### config.mk
export PLATFORM = sky130hd
export DESIGN_NAME = tsb_ctrl
export DESIGN_NICKNAME = d
export VERILOG_FILES = /design/src/rtl/tsb_pkg.sv /design/src/rtl/tsb_ctrl.sv
export SDC_FILE = /design/constraint.sdc
export NUM_CORES = 1
export LEC_CHECK = 0
export ABC_AREA = 1
export BUFFER_PORTS_ARGS = -buffer_cell sky130_fd_sc_hd__buf_2
export CELL_PAD_IN_SITES_DETAIL_PLACEMENT = 0
export CELL_PAD_IN_SITES_GLOBAL_PLACEMENT = 1
export CORE_MARGIN = 2
export CORE_UTILIZATION = 24
export CTS_CLUSTER_SIZE = 10
export DETAILED_ROUTE_END_ITERATION = 16
export PLACE_DENSITY_LB_ADDON = 0.1
export RECOVER_POWER = 25
export SETUP_SLACK_MARGIN = 0.02
export SLEW_MARGIN = 20
export SYNTH_ARGS = -nofsm -noshare
export SYNTH_HDL_FRONTEND = slang
export SYNTH_SLANG_ARGS = --single-unit
### constraint.sdc
create_clock -name aclk -period 1.05 [get_ports aclk]
set_clock_uncertainty 0.05 [all_clocks]
set_input_delay 0.0525 -clock aclk [delete_from_list [all_inputs] [get_ports aclk]]
set_output_delay 0.0525 -clock aclk [all_outputs]
set_load 0.01 [all_outputs]
### src/rtl/tsb_pkg.sv
// Package for the bilinear texture sampler: payload structs, register codes,
// controller/datapath command and status types, lerp functions. No dependencies.
`default_nettype none
package tsb_pkg;
    localparam int DefMaxDim = 256;
    localparam int DefTexelDepth = 65536;

    localparam logic [2:0] REG_FILTER = 3'd0;
    localparam logic [2:0] REG_WRAP_U = 3'd1;
    localparam logic [2:0] REG_WRAP_V = 3'd2;
    localparam logic [2:0] REG_WIDTH  = 3'd3;
    localparam logic [2:0] REG_HEIGHT = 3'd4;

    localparam logic KIND_WRITE  = 1'b0;
    localparam logic KIND_SAMPLE = 1'b1;

    typedef struct packed {
        logic        kind;
        logic [15:0] texel_index;
        logic [31:0] texel_rgba;
        logic signed [31:0] coord_u;
        logic signed [31:0] coord_v;
    } in_item_t;

    typedef struct packed {
        logic [7:0] red;
        logic [7:0] green;
        logic [7:0] blue;
        logic [7:0] alpha;
    } out_item_t;

    typedef struct packed {
        logic       load;
        logic       coord;
        logic       read_en;
        logic [1:0] corner;
        logic       capture;
        logic       vlerp;
        logic       hlerp;
        logic       nearest;
    } dp_cmd_t;

    typedef struct packed {
        logic bilinear;
    } dp_stat_t;

    function automatic logic [7:0] lerp8(input logic [7:0] a, input logic [7:0] b,
                                         input logic [16:0] f);
        logic [25:0] s;
        begin
            s = 26'(a) * 26'(17'h10000 - f) + 26'(b) * 26'(f) + 26'h8000;
            lerp8 = s[23:16];
        end
    endfunction

    function automatic logic [31:0] lerp_texel(input logic [31:0] a, input logic [31:0] b,
                                               input logic [16:0] f);
        logic [31:0] r;
        begin
            for (int i = 0; i < 4; i++) begin
                r[i*8 +: 8] = lerp8(a[i*8 +: 8], b[i*8 +: 8], f);
            end
            lerp_texel = r;
        end
    endfunction
endpackage
`default_nettype wire

### src/rtl/tsb_ctrl.sv
// Sequencing controller for the texture sampler. Uses tsb_pkg for the
// command and status structs.
`default_nettype none
module tsb_ctrl
    import tsb_pkg::*;
(
    input  wire logic     aclk,
    input  wire logic     aresetn,
    input  wire logic     in_fire,
    input  wire logic     in_sample,
    input  wire logic     out_free,
    input  wire dp_stat_t stat,
    output logic          busy,
    output logic          res_load,
    output dp_cmd_t       cmd
);
    localparam logic [2:0] ST_IDLE  = 3'd0;
    localparam logic [2:0] ST_COORD = 3'd1;
    localparam logic [2:0] ST_READ  = 3'd2;
    localparam logic [2:0] ST_LAST  = 3'd3;
    localparam logic [2:0] ST_HLERP = 3'd4;
    localparam logic [2:0] ST_DONE  = 3'd5;

    logic [2:0] state_reg, state_next;
    logic [1:0] corner_reg, corner_next;

    always_ff @(posedge aclk) begin
        if (!aresetn) begin
            state_reg <= ST_IDLE;
            corner_reg <= 2'd0;
        end else begin
            state_reg <= state_next;
            corner_reg <= corner_next;
        end
    end

    always_comb begin
        state_next = state_reg;
        corner_next = corner_reg;
        cmd = '0;
        res_load = 1'b0;
        cmd.corner = corner_reg;
        unique case (state_reg)
            ST_IDLE: begin
                cmd.load = in_fire;
                if (in_fire && in_sample) begin
                    state_next = ST_COORD;
                end
            end
            ST_COORD: begin
                cmd.coord = 1'b1;
                corner_next = 2'd0;
                state_next = ST_READ;
            end
            ST_READ: begin
                cmd.read_en = 1'b1;
                cmd.capture = (corner_reg != 2'd0);
                if (!stat.bilinear || corner_reg == 2'd3) begin
                    state_next = ST_LAST;
                end
                corner_next = corner_reg + 2'd1;
            end
            ST_LAST: begin
                cmd.nearest = !stat.bilinear;
                cmd.vlerp = stat.bilinear;
                state_next = stat.bilinear ? ST_HLERP : ST_DONE;
            end
            ST_HLERP: begin
                cmd.hlerp = 1'b1;
                state_next = ST_DONE;
            end
            ST_DONE: begin
                if (out_free) begin
                    res_load = 1'b1;
                    state_next = ST_IDLE;
                end
            end
            default: state_next = ST_IDLE;
        endcase
        busy = (state_reg != ST_IDLE);
    end

    assert property (@(posedge aclk) disable iff (!aresetn)
        (state_reg == ST_IDLE && in_fire && in_sample) |=> state_reg == ST_COORD)
        else $error("sample not started");
    assert property (@(posedge aclk) disable iff (!aresetn)
        res_load |=> state_reg == ST_IDLE)
        else $error("result load left controller busy");
    assert property (@(posedge aclk) disable iff (!aresetn)
        (state_reg == ST_READ && !stat.bilinear) |=> state_reg == ST_LAST)
        else $error("nearest sample read more than one texel");
endmodule
`default_nettype wire

==> run summary <==
The share of the synthesized area in the top cell type works out to 28.7%. The overall routed net length is 969 um. After synthesis, the mean cell area works out to 6.35 um^2. The average vias per placed instance is 4.15.

The synthesized design spends more area on one cell type than any other, namely dfxtp_1. The run gives 87.8% as the worst slew margin relative to its limit. The tools report the maximum number of pins on one net before global-route repair as 8.

Nature of the critical path endpoint: an output port. In the routed design, unresolved DRC markers number 0. The first detailed-routing pass took 2 iterations.

At the worst endpoint, the required time is 950 ps. The minimum setup slack in the final design was -174 ps; the ratio of total power to cell area was 1660 mW/mm^2. Ranked by total cell area, the synthesized netlist is headed by dfxtp_1, inv_1, nand2_1. The wire length of the first global-routing pass was 1.66 mm. The worst voltage drop across the vdd grid came out at 0.000784 V. Counting every net in the synthesized netlist gives 63.

The cell sitting at the root of the clock tree is a clkbuf_4. Before CTS, the worst setup slack after placement is 3.43 ps. The layout has 167 filler cells. The run gives 0 as the count of final max-slew check failures. The initial antenna violation count is 0, and the achievable clock frequency is 817 MHz. The floorplan step defined a core boundary enclosing 0.00133 mm^2. For the number of design-rule violations left by the first detailed-router iteration, the log shows 1. TritonCTS created 3 clock buffers. During synthesis, Yosys emitted a total of 0 warnings. Routability-driven placement finished with a final weighted congestion of 0.701. The flow ran to the end, but the final reports show violations. Setup repair after global routing could not meet its margin everywhere.

For the remaining global-route overflow, the log shows 0. During I/O placement, the number of pins put on the boundary was 17. Of the cells placed in the final design, the portion with a size suffix greater than 1 is 57.1%. The via count of the first global-routing pass is 407, and the total setup violations reported at the end of the flow is 12.

The final reports fail on setup timing. The effective utilization at floorplan was 26.2%; the number of nets in the final layout was 93. Count of final hold-check violations: 0. The number of sinks handled by clock tree synthesis was 5; the deepest clock path buffer count was 2. The final route contains 411 vias. Clock latency on the worst-skew pair, taken at its later pin, is 240 ps.

The average routed wire per standard cell was 9.79 um; the highest net fanout along the worst path was 4. In this run the worst hold path is classified as in2reg. After the flow finishes, the layout carries non-filler instances totaling 99.

In the synthesized netlist, the cells that appear most often are inv_1, nand2_1, nor2_1, dfxtp_1, inv_2. The logs give 0.00178 mm^2 for the die area and 1 for the H-tree level count. From left edge to right edge, the die measures 42.1 um. The fraction of synthesis flops using an asynchronous set or reset pin was 0%.

The synthesized design contains 0 enable-type register cells. STA classifies the critical path startpoint as a flip-flop. Sequential cells were found to cover 28.7% of the synthesized design area.

Height of the die: 42.1 um. The number of distinct standard cells referenced by the synthesized netlist is 18, and the flip-flop count of the largest register after layout is 3. TritonCTS built the clock tree. Measured on the finished design, the core utilization comes to 44.7%.

The synthesized netlist occupies a cell area of 349 um^2. The post-layout minimum cycle time works out to 1220 ps. The HPWL after detailed placement came out at 729 um.

The number of register bits inferred by synthesis is 5. Among all flip-flop cells after synthesis, the most frequent one is dfxtp_1. Layout overhead on the synthesized area: 71.0%. Row generation in the floorplan step produced 13 rows.

The count of nets left with antenna violations once routing finished came out at 0. The number of I/O port buffers is 16, and the count of maximum capacitance violations is 0. Of the available clock period, the critical path in the final layout requires 117%.

By instance count, the leading cell after synthesis is inv_1. Clock-pin slew was measured on the worst setup and hold paths at 40 ps. The worst path arrival time is 1120 ps. Once placement completed, the tool counted placed cells totaling 90.

Global routing used 12.7% of the available tracks. Synthesis handed over a netlist of 55 instances. The setup path with the least slack is of type reg2out. The pin slew with the least headroom to its limit is 181 ps, and the static leakage is 0.338 nW. The number of antenna diodes in the final layout is 0.
cell families (layout without fill, tap and decap cells):
logic type      count (synthesis)  count (layout)  synth area share, %
buf+inv                        16              45                 18.3
compound gates                  6               6                 11.1
simple gates                   26              26                 34.8
flops                           5               5                 28.7
fa+ha+maj                       2               2                 7.17
layout make-up:
type	count	area [um^2]	area share (%)
inverter	15	58.8	9.85
sequential	5	108	18.0
tap	15	18.8	3.14
multi-input combinational	34	220	36.9
timing repair buffer	26	165	27.7
clock buffer	4	26.3	4.40
routing by layer:
layer	track usage [%]	share of wire, %
met5	0	0
met4	3.75	0
met3	7.76	6.8
met2	19.4	46
met1	14.7	47
timing repair:
| action | in CTS | in global routing |
|---|---|---|
| buffers inserted | 3 | 1 |
| hold endpoints to repair | 0 | 1 |
| pin swaps | 4 | 2 |
| hold buffers | 0 | 1 |
| endpoints found under the setup margin | 13 | 14 |
| resized for setup | 11 | 4 |
critical path, stage by stage, from the launching register on:
cell,delay [ps]
dfxtp_2,320
buf_4,130
inv_2,60
nand3_2,120
nor2_1,110
buf_2,130
final timing paths:
check                           slack, ps  depth (start not counted)       endpoint     startpoint
worst max-delay path                 -170                          5         cmd[3]   state_reg[0]
worst min-delay path                  130                          4   state_reg[2]       out_free
worst max register to register       -110                          8   state_reg[0]   state_reg[0]
worst min register to register        420                          1  corner_reg[0]  corner_reg[0]
power by group:
group	switching, mW	internal [mW]
Clock	0.0796	0.144
Combinational	0.254	0.236
Sequential	0.0494	0.230
Total	0.383	0.610
layout by cell type (no fill, tap or decap):
master	instances
nand3_4	1
a21oi_2	2
nor2_1	6
nand3_1	3
clkbuf_1	1
buf_2	16
buf_4	7
nor2_2	1
dlygate4sd3_1	1
o21ai_2	1
buf_6	2
dfxtp_4	1
dfxtp_1	1
inv_2	4
nand3_2	1
inv_4	1
a31oi_1	1
nand4_1	2
nor4_2	1
ha_1	2
clkbuf_4	3
nand2_1	7
nand2_2	3
o21ai_0	1
nor2_4	1
inv_1	10
a21oi_1	1
dfxtp_2	3
metrics by stage:
stage	setup TNS, ps	hold WS (ps)	power (mW)	area (um^2)
floorplan	0	137	0.501	352
finish	-1410	132	0.993	597
global placement	-35.7	294	0.672	480
detailed placement	0	293	0.664	480
global route	-2310	144	1.09	597
CTS	-1370	4.44	0.975	563
No activity file was read; power rests on OpenSTA's default activity.
